### src/pfa_pkg.sv
// ---------------------------------------------------------------------------
// pfa_pkg: shared types and codes for the page frame allocator
// Field widths, operation and status codes, register indexes, queue types.
// ---------------------------------------------------------------------------
package pfa_pkg;

    localparam int PAGE_W      = 15;
    localparam int FUNC_W      = 2;
    localparam int STATUS_W    = 3;
    localparam int FREE_W      = 16;
    localparam int CFG_IDX_W   = 4;
    localparam int CFG_DATA_W  = 15;

    localparam int NUM_PAGES_DEF   = 32768;
    localparam int COUNT_WIDTH_DEF = 8;

    // operation codes
    localparam logic [FUNC_W-1:0] FN_ALLOC = 2'd0;
    localparam logic [FUNC_W-1:0] FN_FREE  = 2'd1;
    localparam logic [FUNC_W-1:0] FN_INC   = 2'd2;
    localparam logic [FUNC_W-1:0] FN_DEC   = 2'd3;

    // status codes
    localparam logic [STATUS_W-1:0] STAT_OK         = 3'd0;
    localparam logic [STATUS_W-1:0] STAT_EMPTY      = 3'd1;
    localparam logic [STATUS_W-1:0] STAT_BAD_PAGE   = 3'd2;
    localparam logic [STATUS_W-1:0] STAT_ZERO_COUNT = 3'd3;
    localparam logic [STATUS_W-1:0] STAT_STACK_FULL = 3'd4;
    localparam logic [STATUS_W-1:0] STAT_SHARED     = 3'd5;
    localparam logic [STATUS_W-1:0] STAT_SATURATED  = 3'd6;

    // configuration register indexes
    localparam logic [CFG_IDX_W-1:0] REG_FIRST_PAGE = 4'd0;
    localparam logic [CFG_IDX_W-1:0] REG_LAST_PAGE  = 4'd1;

    localparam logic [PAGE_W-1:0] PAGE_MAX = 15'h7FFF;

    // classified request
    typedef struct packed {
        logic [FUNC_W-1:0] func;
        logic [PAGE_W-1:0] page;
        logic              bad;
    } op_t;

    typedef struct packed {
        logic push;
        op_t  op;
    } q_push_t;

    typedef struct packed {
        logic valid;
        op_t  op;
    } q_head_t;

endpackage

### src/pfa_queue.sv
// ---------------------------------------------------------------------------
// pfa_queue: request queue
// Two-entry FIFO between intake and execution.
// ---------------------------------------------------------------------------
module pfa_queue import pfa_pkg::*; (
    input  logic    clk,
    input  logic    rst_n,
    input  q_push_t push,
    input  logic    pop,
    output logic    full,
    output q_head_t head
);

    localparam int DEPTH = 2;
    localparam int PTR_W = $clog2(DEPTH);

    op_t              slot_reg [0:DEPTH-1];
    logic [PTR_W-1:0] wr_ptr_reg;
    logic [PTR_W-1:0] rd_ptr_reg;
    logic [PTR_W:0]   cnt_reg;
    logic             do_push;
    logic             do_pop;

    assign full       = cnt_reg == (PTR_W+1)'(DEPTH);
    assign head.valid = cnt_reg != '0;
    assign head.op    = slot_reg[rd_ptr_reg];
    assign do_push    = push.push && !full;
    assign do_pop     = pop && head.valid;

    always_ff @(posedge clk or negedge rst_n)
    begin
        if (!rst_n)
        begin
            wr_ptr_reg <= '0;
            rd_ptr_reg <= '0;
            cnt_reg    <= '0;
        end
        else
        begin
            if (do_push)
                wr_ptr_reg <= wr_ptr_reg + PTR_W'(1);
            if (do_pop)
                rd_ptr_reg <= rd_ptr_reg + PTR_W'(1);
            if (do_push && !do_pop)
                cnt_reg <= cnt_reg + (PTR_W+1)'(1);
            else if (do_pop && !do_push)
                cnt_reg <= cnt_reg - (PTR_W+1)'(1);
        end
    end

    always_ff @(posedge clk)
    begin
        if (do_push)
            slot_reg[wr_ptr_reg] <= push.op;
    end

endmodule

### config.mk
export PLATFORM = sky130hd
export DESIGN_NAME = pfa_queue
export DESIGN_NICKNAME = d
export VERILOG_FILES = /design/src/pfa_pkg.sv /design/src/pfa_queue.sv
export SDC_FILE = /design/constraint.sdc
export NUM_CORES = 1
export LEC_CHECK = 0
export BUFFER_PORTS_ARGS = -buffer_cell sky130_fd_sc_hd__buf_2
export CORE_UTILIZATION = 48
export CTS_BUF_LIST = sky130_fd_sc_hd__clkbuf_4 sky130_fd_sc_hd__clkbuf_8
export DETAILED_ROUTE_END_ITERATION = 16
export GPL_ROUTABILITY_DRIVEN = 0
export GPL_TIMING_DRIVEN = 0
export PLACE_DENSITY = 0.77
export SLEW_MARGIN = 10
export SYNTH_ARGS = -nofsm -noshare
export SYNTH_HDL_FRONTEND = slang
export SYNTH_SLANG_ARGS = --single-unit
### constraint.sdc
create_clock -name clk -period 1.6 [get_ports clk]
set_input_delay 0.16 -clock clk [delete_from_list [all_inputs] [get_ports clk]]
set_output_delay 0.16 -clock clk [all_outputs]
set_load 0.02 [all_outputs]
# Word-level counts from Yosys, hierarchy flattened
# Memory sizes are Yosys's and may differ from the RTL's.
# Index checks and enable logic that the tools add are counted.
# classes
addsub,4
eq_ne,1
mux,4
reduce_logical,9
# op_table
op,count
1-bit logical AND,4
2-bit two-way mux,2
2-bit nonzero test,2
1-bit logical NOT,3
"1-bit adder, second input constant",2
"2-bit by 1-bit adder with 2-bit output, second input constant",1
"2-bit equality test, second input constant",1
1-bit two-way mux,2
"2-bit by 1-bit subtractor with 2-bit output, second input constant",1
# word_totals
reg_bits,4
mem_bits_rw,36
in_bits,22
out_inout_bits,20
word_cells,22
mem_count,1
# memory_table
name,depth,width,read_ports,rd_clocked_by_memory_dff,wr,line,rtl
slot_reg,2,18,1,0,1,pfa_queue.sv:17,op_t slot_reg [0:DEPTH-1];

# Depth between registers and ports, before layout
# logic_depth
depth_word,7
depth_mapped,7
mapped_depth_nobuf,7

# Worst setup path after synthesis
# Ideal clock, no wire load.
# synth_timing
path_kind,flip-flop to flip-flop
startpoint,register cnt_reg[0]
endpoint,"memory slot_reg[0][0] in the netlist's numbering, enable pin"
setup_ns,0.392
arrival_time_ns,1.400
required_ns,1.208
slack_ns,-0.192
stages_incl_launch_ff,4
path_buffers,0
period_less_slack_ns,1.792
cell_sequence,dfrtp_1 > nand2b_1 > nand2_1 > nor2_1
# synth_via
elab_chain_len,5
# synth_lines
item,line,rtl
"start, declared",pfa_queue.sv:20,logic [PTR_W:0] cnt_reg;
"start signal, assigned",pfa_queue.sv:45,cnt_reg <= cnt_reg + (PTR_W+1)'(1);
"start signal, assigned",pfa_queue.sv:47,cnt_reg <= cnt_reg - (PTR_W+1)'(1);
2-bit equality test,pfa_queue.sv:24,assign full = cnt_reg == (PTR_W+1)'(DEPTH);
1-bit logical NOT,pfa_queue.sv:27,assign do_push = push.push && !full;
1-bit logical AND,pfa_queue.sv:27,
1-bit two-way mux,pfa_queue.sv:53,if (do_push)
1-bit two-way mux (not written as such),pfa_queue.sv:54,slot_reg[wr_ptr_reg] <= push.op;
"end, declared",pfa_queue.sv:17,
# No other way between the ends.

==> results.tsv <==
metric	value	unit
r2r_start	cnt_reg[0]	
dpl-instance-area	1810	um2
syn2layout_area_growth	38.5	%
cts.clk_slew.worst_paths	0.10	ns
clock_skew	0.00933	ns
outcome	finished, final reports clean	
yosys.area.top_type	edfxtp_1	
cp_slowest_cell	dfrtp_2	
min_period_over_period	97.6	%
relSlewSlack	64.1	%
crit_chain	buf_12 > mux2_4 > buf_6	
cp-startpoint	rd_ptr_reg	
cts.sinks	40	
setup_ws	0.0389	ns
dieWidth	58.8	um
required	1.44	ns
rows	20	
fin_nets	163	
grt_usage	16.9	%
largest_register_ff_count	36	
cts_buffers	5	
grt_overflow	0	
yosysUniqueCellTypes	16	
powerDensity	1740	nW/um2
hold_viol	0	
critPathMaxStageDelay	0.46	ns
ctsLongestPathBuffers	2	
die_area	3460	um2
r2r_slack	0.12	ns
ir_worst_vdd	1.06	mV
core_area	3050	um2
grt_first_pass_wirelength	3970	um
rsz0062_at_grt	true	
ys_ff_latch	40	
fmax	641	MHz
p_leak	0.000867	uW
regArea	1180	um2
io_pins	42	
htreeDepth	2	
post-place-ws	-0.187	ns
synth_top_area_share	69.8	%
route.detailed.drc	0	
drt-total-wl	2590	um
cp-end-kind	primary output	
synth_seq_area_share	76.3	%
worstHoldStart	push[6]	
die-height	58.8	um
design_area	2150	um2
num_antenna_cells	0	
syn_nets	98	
ant_nets	0	
drive_gt1_share	53.2	%
syn_avg_cell_area	20.7	um2
grt_max_degree	19	
final_common_cell	edfxtp_1	
period_minus_slack	1.56	ns
place_hpwl	1670	um
p_total	3740	uW
multi_input_area	347	um2
cp_max_fo	10	
viasPerCell	4.62	
grt_pass1_vias	868	
cts_tree	built	
firstDrtPassIters	4	
synth_warnings	0	
routedWlPerCell	14.0	um
cts-root-buf	clkbuf_4	
mostFrequentLayoutCells	36 x edfxtp_1, 28 x buf_2, 16 x dlygate4sd3_1	
io_buffers	41	
synth_area_leaders	edfxtp_1 70%, mux2_4 8.7%, mux2_2 6.5%	
max-cap-violations	0	
antenna_found_initial	0	
start_util	50.7	%
cp-start-kind	flop	
netlist_area	1550	um2
setup_viol	0	
worstMarginPinSlew	0.537	ns
synthCells	75	
hp-class	input pin to flop	
clk_latency	0.34	ns
crit_type	flop to primary output	
vias	855	
crit_arrival	1.40	ns
drt-initial-drc-count	26	
finalMaxSlewViolations	0	
fillers	213	
logic make-up (layout without fill, tap and decap cells):
kind of cell  Yosys count  in the layout  share of synthesized area [%]
flops                  40             40                           76.3
fa+ha+maj               1              1                          0.808
mux                    18             18                           15.3
xor+xnor                5              5                           2.83
simple gates            7              7                           2.34
buf+inv                 4             70                           2.50
per-stage QoR:
| step | util (%) | TNS, ns | cells | hold WS, ns |
|---|---|---|---|---|
| after CTS | 67.4 | 0 | 180 | 0.000259 |
| after global placement | 59.3 | -3.45 | 160 | -0.0327 |
| after detailed placement | 59.3 | -4.93 | 160 | -0.0303 |
| final | 70.3 | 0 | 185 | 0.0162 |
| after global routing | 70.3 | -0.00646 | 185 | 0.00391 |
| after floorplan | - | 0 | 75 | -0.136 |
path summary, 6_finish.rpt:
path / to / depth (start not counted)
setup / recovery: head[9] / 3
min in group asynchronous: wr_ptr_reg / 2
hold / removal: slot_reg[1][6] / 1
max in group asynchronous: rd_ptr_reg / 2
setup reg to reg: cnt_reg[1] / 6
hold reg to reg: cnt_reg[1] / 1
layer usage:
layer  global-route usage, %  part of all wire [%]  vias up
met5                       0                     0        -
met4                    10.2                   2.2        0
met3                    4.62                   3.6        7
met2                    28.9                    57       27
met1                    18.8                    37      410
li1                        -                     -      411
timing repair:
action	in CTS	in global routing
cloned	0	0
resized for setup	20	13
endpoints found under the setup margin	45	37
endpoints found under the hold margin	21	12
hold buffers	10	6
setup buffers	2	0
critical path, delay by kind of cell (launching register included):
kind | cells | cell delay (ns)
buf+inv | 2 | 0.30
flops | 1 | 0.46
mux | 1 | 0.30
where the power goes:
part / switching, uW / internal, uW / total, uW
logic: 801 / 878 / 1680
registers: 118 / 1440 / 1560
clock network: 299 / 203 / 502
synthesized netlist by cell type:
cell type	n
buf_6	1
edfxtp_1	36
or2_1	1
and3_1	1
nand2b_1	1
xor2_1	2
mux2_2	9
dfrtp_1	4
nor2_1	2
inv_1	2
xnor2_1	3
mux2_4	9
nand2_2	1
nand2_1	1
buf_12	1
ha_1	1
area by class of cell:
class,count,share of cell area (%)
well taps,44,2.57
plain buffers,1,0.933
repair buffers,59,22.3
inverters,2,0.350
clock inverters,1,0.175
flip-flops and latches,40,55.1
clock buffers,7,2.45
multi-input cells,31,16.2
No activity file was read; power rests on OpenSTA's default activity.
