File: src/pfa_pkg.sv
// ---------------------------------------------------------------------------
// pfa_pkg: shared types and codes for the page frame allocator
// Field widths, operation and status codes, register indexes, queue types.
// ---------------------------------------------------------------------------
package pfa_pkg;

    localparam int PAGE_W      = 15;
    localparam int FUNC_W      = 2;
    localparam int STATUS_W    = 3;
    localparam int FREE_W      = 16;
    localparam int CFG_IDX_W   = 4;
    localparam int CFG_DATA_W  = 15;

    localparam int NUM_PAGES_DEF   = 32768;
    localparam int COUNT_WIDTH_DEF = 8;

    // operation codes
    localparam logic [FUNC_W-1:0] FN_ALLOC = 2'd0;
    localparam logic [FUNC_W-1:0] FN_FREE  = 2'd1;
    localparam logic [FUNC_W-1:0] FN_INC   = 2'd2;
    localparam logic [FUNC_W-1:0] FN_DEC   = 2'd3;

    // status codes
    localparam logic [STATUS_W-1:0] STAT_OK         = 3'd0;
    localparam logic [STATUS_W-1:0] STAT_EMPTY      = 3'd1;
    localparam logic [STATUS_W-1:0] STAT_BAD_PAGE   = 3'd2;
    localparam logic [STATUS_W-1:0] STAT_ZERO_COUNT = 3'd3;
    localparam logic [STATUS_W-1:0] STAT_STACK_FULL = 3'd4;
    localparam logic [STATUS_W-1:0] STAT_SHARED     = 3'd5;
    localparam logic [STATUS_W-1:0] STAT_SATURATED  = 3'd6;

    // configuration register indexes
    localparam logic [CFG_IDX_W-1:0] REG_FIRST_PAGE = 4'd0;
    localparam logic [CFG_IDX_W-1:0] REG_LAST_PAGE  = 4'd1;

    localparam logic [PAGE_W-1:0] PAGE_MAX = 15'h7FFF;

    // classified request
    typedef struct packed {
        logic [FUNC_W-1:0] func;
        logic [PAGE_W-1:0] page;
        logic              bad;
    } op_t;

    typedef struct packed {
        logic push;
        op_t  op;
    } q_push_t;

    typedef struct packed {
        logic valid;
        op_t  op;
    } q_head_t;

endpackage

File: src/pfa_req_if.sv
// ---------------------------------------------------------------------------
// pfa_req_if: request channel
// Valid/ready channel carrying one allocator request.
// ---------------------------------------------------------------------------
interface pfa_req_if import pfa_pkg::*; ();
    logic              valid;
    logic              ready;
    logic [FUNC_W-1:0] func;
    logic [PAGE_W-1:0] page_number;

    modport source (output valid, output func, output page_number, input ready);
    modport sink   (input valid, input func, input page_number, output ready);
endinterface

File: src/pfa_cfg_if.sv
// ---------------------------------------------------------------------------
// pfa_cfg_if: configuration write channel
// Valid/ready channel carrying a register index and write data.
// ---------------------------------------------------------------------------
interface pfa_cfg_if import pfa_pkg::*; ();
    logic                  valid;
    logic                  ready;
    logic [CFG_IDX_W-1:0]  index;
    logic [CFG_DATA_W-1:0] data;

    modport source (output valid, output index, output data, input ready);
    modport sink   (input valid, input index, input data, output ready);
endinterface

File: src/pfa_front.sv
// ---------------------------------------------------------------------------
// pfa_front: request intake
// Holds the range registers, accepts requests and flags bad page numbers.
// ---------------------------------------------------------------------------
module pfa_front import pfa_pkg::*; #(
    parameter int NUM_PAGES = NUM_PAGES_DEF
) (
    input  logic     clk,
    input  logic     rst_n,
    pfa_cfg_if.sink  cfg,
    pfa_req_if.sink  req,
    input  logic     q_full,
    input  logic     busy,
    output q_push_t  push
);

    logic [PAGE_W-1:0] first_page_reg;
    logic [PAGE_W-1:0] last_page_reg;
    logic              in_table;
    logic              out_of_range;

    assign cfg.ready = 1'b1;

    always_ff @(posedge clk or negedge rst_n)
    begin
        if (!rst_n)
        begin
            first_page_reg <= '0;
            last_page_reg  <= PAGE_MAX;
        end
        else if (cfg.valid)
        begin
            unique case (cfg.index)
                REG_FIRST_PAGE: first_page_reg <= cfg.data;
                REG_LAST_PAGE:  last_page_reg  <= cfg.data;
                default: ;
            endcase
        end
    end

    assign req.ready = !q_full && !busy;

    assign in_table     = 32'(req.page_number) < 32'(NUM_PAGES);
    assign out_of_range = (req.page_number < first_page_reg) ||
                          (req.page_number > last_page_reg);

    always_comb
    begin
        push.push    = req.valid && req.ready;
        push.op.func = req.func;
        push.op.page = req.page_number;
        unique case (req.func)
            FN_ALLOC: push.op.bad = 1'b0;
            FN_FREE:  push.op.bad = !in_table || out_of_range;
            default:  push.op.bad = !in_table;
        endcase
    end

endmodule

File: src/flat_wrapper.sv
// flat-port wrapper written by rule: the top's interface ports become plain ports
module pfa_front_flat import pfa_pkg::*;
#(
    parameter int NUM_PAGES = NUM_PAGES_DEF
)
  (clk, rst_n, q_full, busy, push, cfg_valid, cfg_index, cfg_data, cfg_ready, req_valid, req_func, req_page_number, req_ready);
  pfa_cfg_if cfg_i ();
  pfa_req_if req_i ();
  input  logic clk;
  input  logic rst_n;
  input  logic q_full;
  input  logic busy;
  output q_push_t push;
  input wire logic [$bits(cfg_i.valid)-1:0] cfg_valid;
  input wire logic [$bits(cfg_i.index)-1:0] cfg_index;
  input wire logic [$bits(cfg_i.data)-1:0] cfg_data;
  output wire logic [$bits(cfg_i.ready)-1:0] cfg_ready;
  input wire logic [$bits(req_i.valid)-1:0] req_valid;
  input wire logic [$bits(req_i.func)-1:0] req_func;
  input wire logic [$bits(req_i.page_number)-1:0] req_page_number;
  output wire logic [$bits(req_i.ready)-1:0] req_ready;
  assign cfg_i.valid = cfg_valid;
  assign cfg_i.index = cfg_index;
  assign cfg_i.data = cfg_data;
  assign cfg_ready = cfg_i.ready;
  assign req_i.valid = req_valid;
  assign req_i.func = req_func;
  assign req_i.page_number = req_page_number;
  assign req_ready = req_i.ready;
  pfa_front #(.NUM_PAGES(NUM_PAGES)) u_core (.clk(clk), .rst_n(rst_n), .cfg(cfg_i), .req(req_i), .q_full(q_full), .busy(busy), .push(push));
endmodule
File: config.mk
export PLATFORM = sky130hd
export DESIGN_NAME = pfa_front_flat
export DESIGN_NICKNAME = d
export VERILOG_FILES = /design/src/pfa_pkg.sv /design/src/pfa_req_if.sv /design/src/pfa_cfg_if.sv /design/src/pfa_front.sv /design/src/flat_wrapper.sv
export SDC_FILE = /design/constraint.sdc
export NUM_CORES = 1
export LEC_CHECK = 0
export BUFFER_PORTS_ARGS = -buffer_cell sky130_fd_sc_hd__buf_2
export CAP_MARGIN = 20
export CORE_MARGIN = 1
export CORE_UTILIZATION = 45
export CTS_BUF_LIST = sky130_fd_sc_hd__clkbuf_4 sky130_fd_sc_hd__clkbuf_8
export CTS_CLUSTER_DIAMETER = 40
export CTS_CLUSTER_SIZE = 28
export DETAILED_ROUTE_END_ITERATION = 8
export GPL_TIMING_DRIVEN = 0
export PLACE_DENSITY = 0.71
export SYNTH_ARGS = -nofsm -noshare
export SYNTH_HDL_FRONTEND = slang
export SYNTH_SLANG_ARGS = --single-unit
File: constraint.sdc
create_clock -name clk -period 2.4 [get_ports clk]
set_input_delay 0.24 -clock clk [delete_from_list [all_inputs] [get_ports clk]]
set_output_delay 0.24 -clock clk [all_outputs]
set_load 0.01 [all_outputs]
# [Word-level counts from Yosys, hierarchy flattened]
# Cells that the tools add are included.
# Widths: inputs -> output; s select.
[op_classes] n_eq_ne=2 muxes=1 n_lt_le_gt_ge=2 reduce_logical=8
[op_table] cell="$gt 15x15->1" n=1
[op_table] cell="$lt 15x15->1" n=1
[op_table] cell="$eq 4x1->1 const B" n=1
[op_table] cell="$logic_not 4->1" n=1
[op_table] cell="$reduce_and 2->1" n=2
[op_table] cell="$eq 2x1->1 const B" n=1
[op_table] cell="$logic_and 1x1->1" n=2
[op_table] cell="$logic_not 1->1" n=2
[op_table] cell="$logic_or 1x1->1" n=1
[op_table] cell="$mux 1" n=1
[totals] ff_bits=30 output_inout_bits=21 input_bits=42 word_cells=15

# [Depth between registers and ports, before layout]
[depth] ltp_word=3 depth_mapped=7 depth_no_buf=7

# [Worst setup path after synthesis]
# No wires, ideal clock.
[synth_timing] path_kind="register to output" start="register u_core.last_page_reg[2]" end="output push[0] (netlist name)" required_ps=2160 n_path_buf=0 path_stages_with_launch=8 arrival_ps=1707 path_slack_ps=453 path_cell_list="dfstp_2 -> inv_1 -> ha_1 -> a21oi_1 -> o21a_1 -> o221ai_1 -> a2111oi_0 -> o22ai_1"
[synth_rtl] item="start, declared" line_no="pfa_front.sv:18" rtl="logic [PAGE_W-1:0] last_page_reg;"
[synth_rtl] item="start signal, assigned" line_no="pfa_front.sv:35" rtl="REG_LAST_PAGE: last_page_reg <= cfg.data;"
[synth_rtl] item="end, declared" line_no="flat_wrapper.sv:13" rtl="output q_push_t push;"

==> impl_metrics.ini <==
[logic_synthesis]
syn_nets = 273
postSynthAreaPerCell_sq_um = 10.2
async_flop_share = 1.00
yosysWarnings = 0
netlist_instances = 202
yosysSeqAreaShare = 0.375
syn-cell-area_sq_um = 2050
synth_seq_cells = 30
ys.flop_type = dfstp_2
synthDistinctLibCells = 33
synth_enable_flop_cells = 0

[run_status]
status = finished with violations
violations = negative hold slack

[grt]
grt_use_total = 0.189
busiest_layer = met2
grt_overflow_total = 0
grtUsageMet1 = 0.252
grt_max_degree = 31
global_route.usage.met2 = 0.290
grt_pass1_vias = 1584
grt_pass1_wl_microns = 7040
antenna_found_initial = 0
met3_usage = 0.0480

[route]
first_pass_iters = 3
antenna_left = 0
wl_microns = 4210
drt_iter0_markers = 21
drc = 0
viasPerCell = 4.92
route.vias.total = 1588
wl_per_cell_microns = 13.0

[die]
num_rows = 24
io_pins = 63
die_x_microns = 69.5
die_height_microns = 69.5
die-area_sq_um = 4840
core_sq_um = 4380
start_util = 0.468

[place]
dp_hpwl_microns = 3160
numPortBuffers = 61
postPlaceCellArea_sq_um = 2420
place.gp.congestion = 0.771

[clock_network]
numClockSinks = 30
clkTransAtPathRegs_ns = 0.07
cts-root-buf = clkbuf_8
cts.path.max_buffers = 2
insertion_delay_ns = 0.28
htree_num_levels = 2
cts_tree = built
numCtsBuffers = 5

[timing]
worst_pin_slew_ns = 0.684
fin_crit_ns = 2.37
report.final.setup_viol = 0
hold_viol = 12
max_slew_margin = 0.544
fin_crit_sh = 0.989
slew_viol_final = 0
fin_tns_setup_ns = 0
rsz0062_at_grt = true
timing.hold.ws_ns = -0.00633
timing.fmax_mhz = 421
finClkSkew_ns = 0

[setup_path]
r2r-start = u_core.first_page_reg[0]
path_max_fanout = 3
cp-startpoint = u_core.last_page_reg[2]
end_kind = output pin
cp.arrival_ns = 2.13
worstSetupPathType = reg -> out
critPathLaunchType = register
worstPathRequired_ns = 2.16

[finish]
layout_commonest_cell = buf_2
mostFrequentLayoutCells = 62 x buf_2, 29 x inv_1, 27 x ha_1
n_antenna_cell = 0
area.growth.synth_to_final_pct = 26.0
drive_gt1_frac = 0.483
nets = 341
stdcell_area_sq_um = 2590

[pwr]
power_uw = 1750
p_per_area_nw_per_um2 = 676
max-vdd-ir-drop_uv = 322
p_leak_uw = 0.00135

[job]
maxCapViolations = 0

[hold_path]
min_path_type = in -> async
-- area by class of cell --
cell class                      count  area, sq um
Fill cell                         401         1800
Multi-Input combinational cell    120         1070
Sequential cell                    30          769
Timing Repair Buffer               61          305
Buffer                             22          166
Inverter                           30          113
Clock buffer                        7         90.1
Tap cell                           52         65.1
Clock inverter                      1         5.00
-- power by group --
part	internal, uW	switching [uW]
clock network	242	196
registers	667	49.4
logic	304	290
total	1210	535
-- critical path, stage by stage, from the launching register on --
cell	delay (ns)
dfstp_2	0.54
inv_2	0.05
ha_4	0.21
a21oi_2	0.11
o21a_1	0.18
o221ai_2	0.14
a2111oi_4	0.33
o22ai_2	0.13
buf_2	0.16
-- path summary, 6_finish.rpt --
path,end,slack (ns),depth (start not counted)
max reg2reg,u_core.first_page_reg[0],1.64,1
min,u_core.first_page_reg[3],-0.006,1
min reg2reg,u_core.first_page_reg[0],0.49,1
max,push[0],0.03,8
min in group clk,u_core.first_page_reg[3],0.18,3
max in group asynchronous,u_core.first_page_reg[9],1.97,1
-- cells in the mapped netlist, types with 2 or more instances --
| cell type | instances | area (sq um) |
|---|---|---|
| a21o_1 | 5 | 37.5 |
| a21oi_1 | 10 | 50.1 |
| buf_4 | 20 | 150 |
| dfrtp_1 | 15 | 375 |
| dfstp_2 | 15 | 394 |
| ha_1 | 29 | 363 |
| inv_1 | 30 | 113 |
| mux2_2 | 5 | 56.3 |
| mux2_4 | 10 | 150 |
| nand2_1 | 16 | 60.1 |
| nand3_1 | 5 | 25.0 |
| nand4_1 | 6 | 37.5 |
| nor2_1 | 2 | 7.51 |
| nor2b_1 | 2 | 12.5 |
| o21ai_0 | 11 | 55.1 |
| o21ai_1 | 4 | 20.0 |
-- logic make-up after synthesis --
logic type               synth area share
other                             0.00183
adder cells (fa/ha/maj)             0.177
multiplexers                        0.106
AND/OR/NAND/NOR                    0.0939
AO/OA/AOI/OAI                       0.111
buffers and inverters               0.136
flip-flops                          0.375
-- through the flow --
step,util,setup WS (ns),instances
4_1_cts,0.581,-0.0259,323
6_report,0.590,0.0274,323
5_1_grt,0.590,-0.0597,323
3_5_place_dp,0.553,0.130,315
3_3_place_gp,0.553,0.184,315
2_1_floorplan,-,0.453,202
-- per-layer routing --
| layer | up-vias | share of wire |
|---|---|---|
| met2 | 39 | 0.47 |
| met4 | 0 | 0.018 |
| met3 | 9 | 0.043 |
| met5 | - | 0 |
| li1 | 804 | - |
| met1 | 736 | 0.47 |
-- timing repair --
action                                  4_1_cts  5_1_grt
hold endpoints to repair                      0        0
hold buffers                                  0        0
gates resized for setup                       6        4
cloned                                        0        0
endpoints found under the setup margin        1        1
pin swaps                                     4        5
buffers inserted                              0        0
No activity file was read; power rests on OpenSTA's default activity.
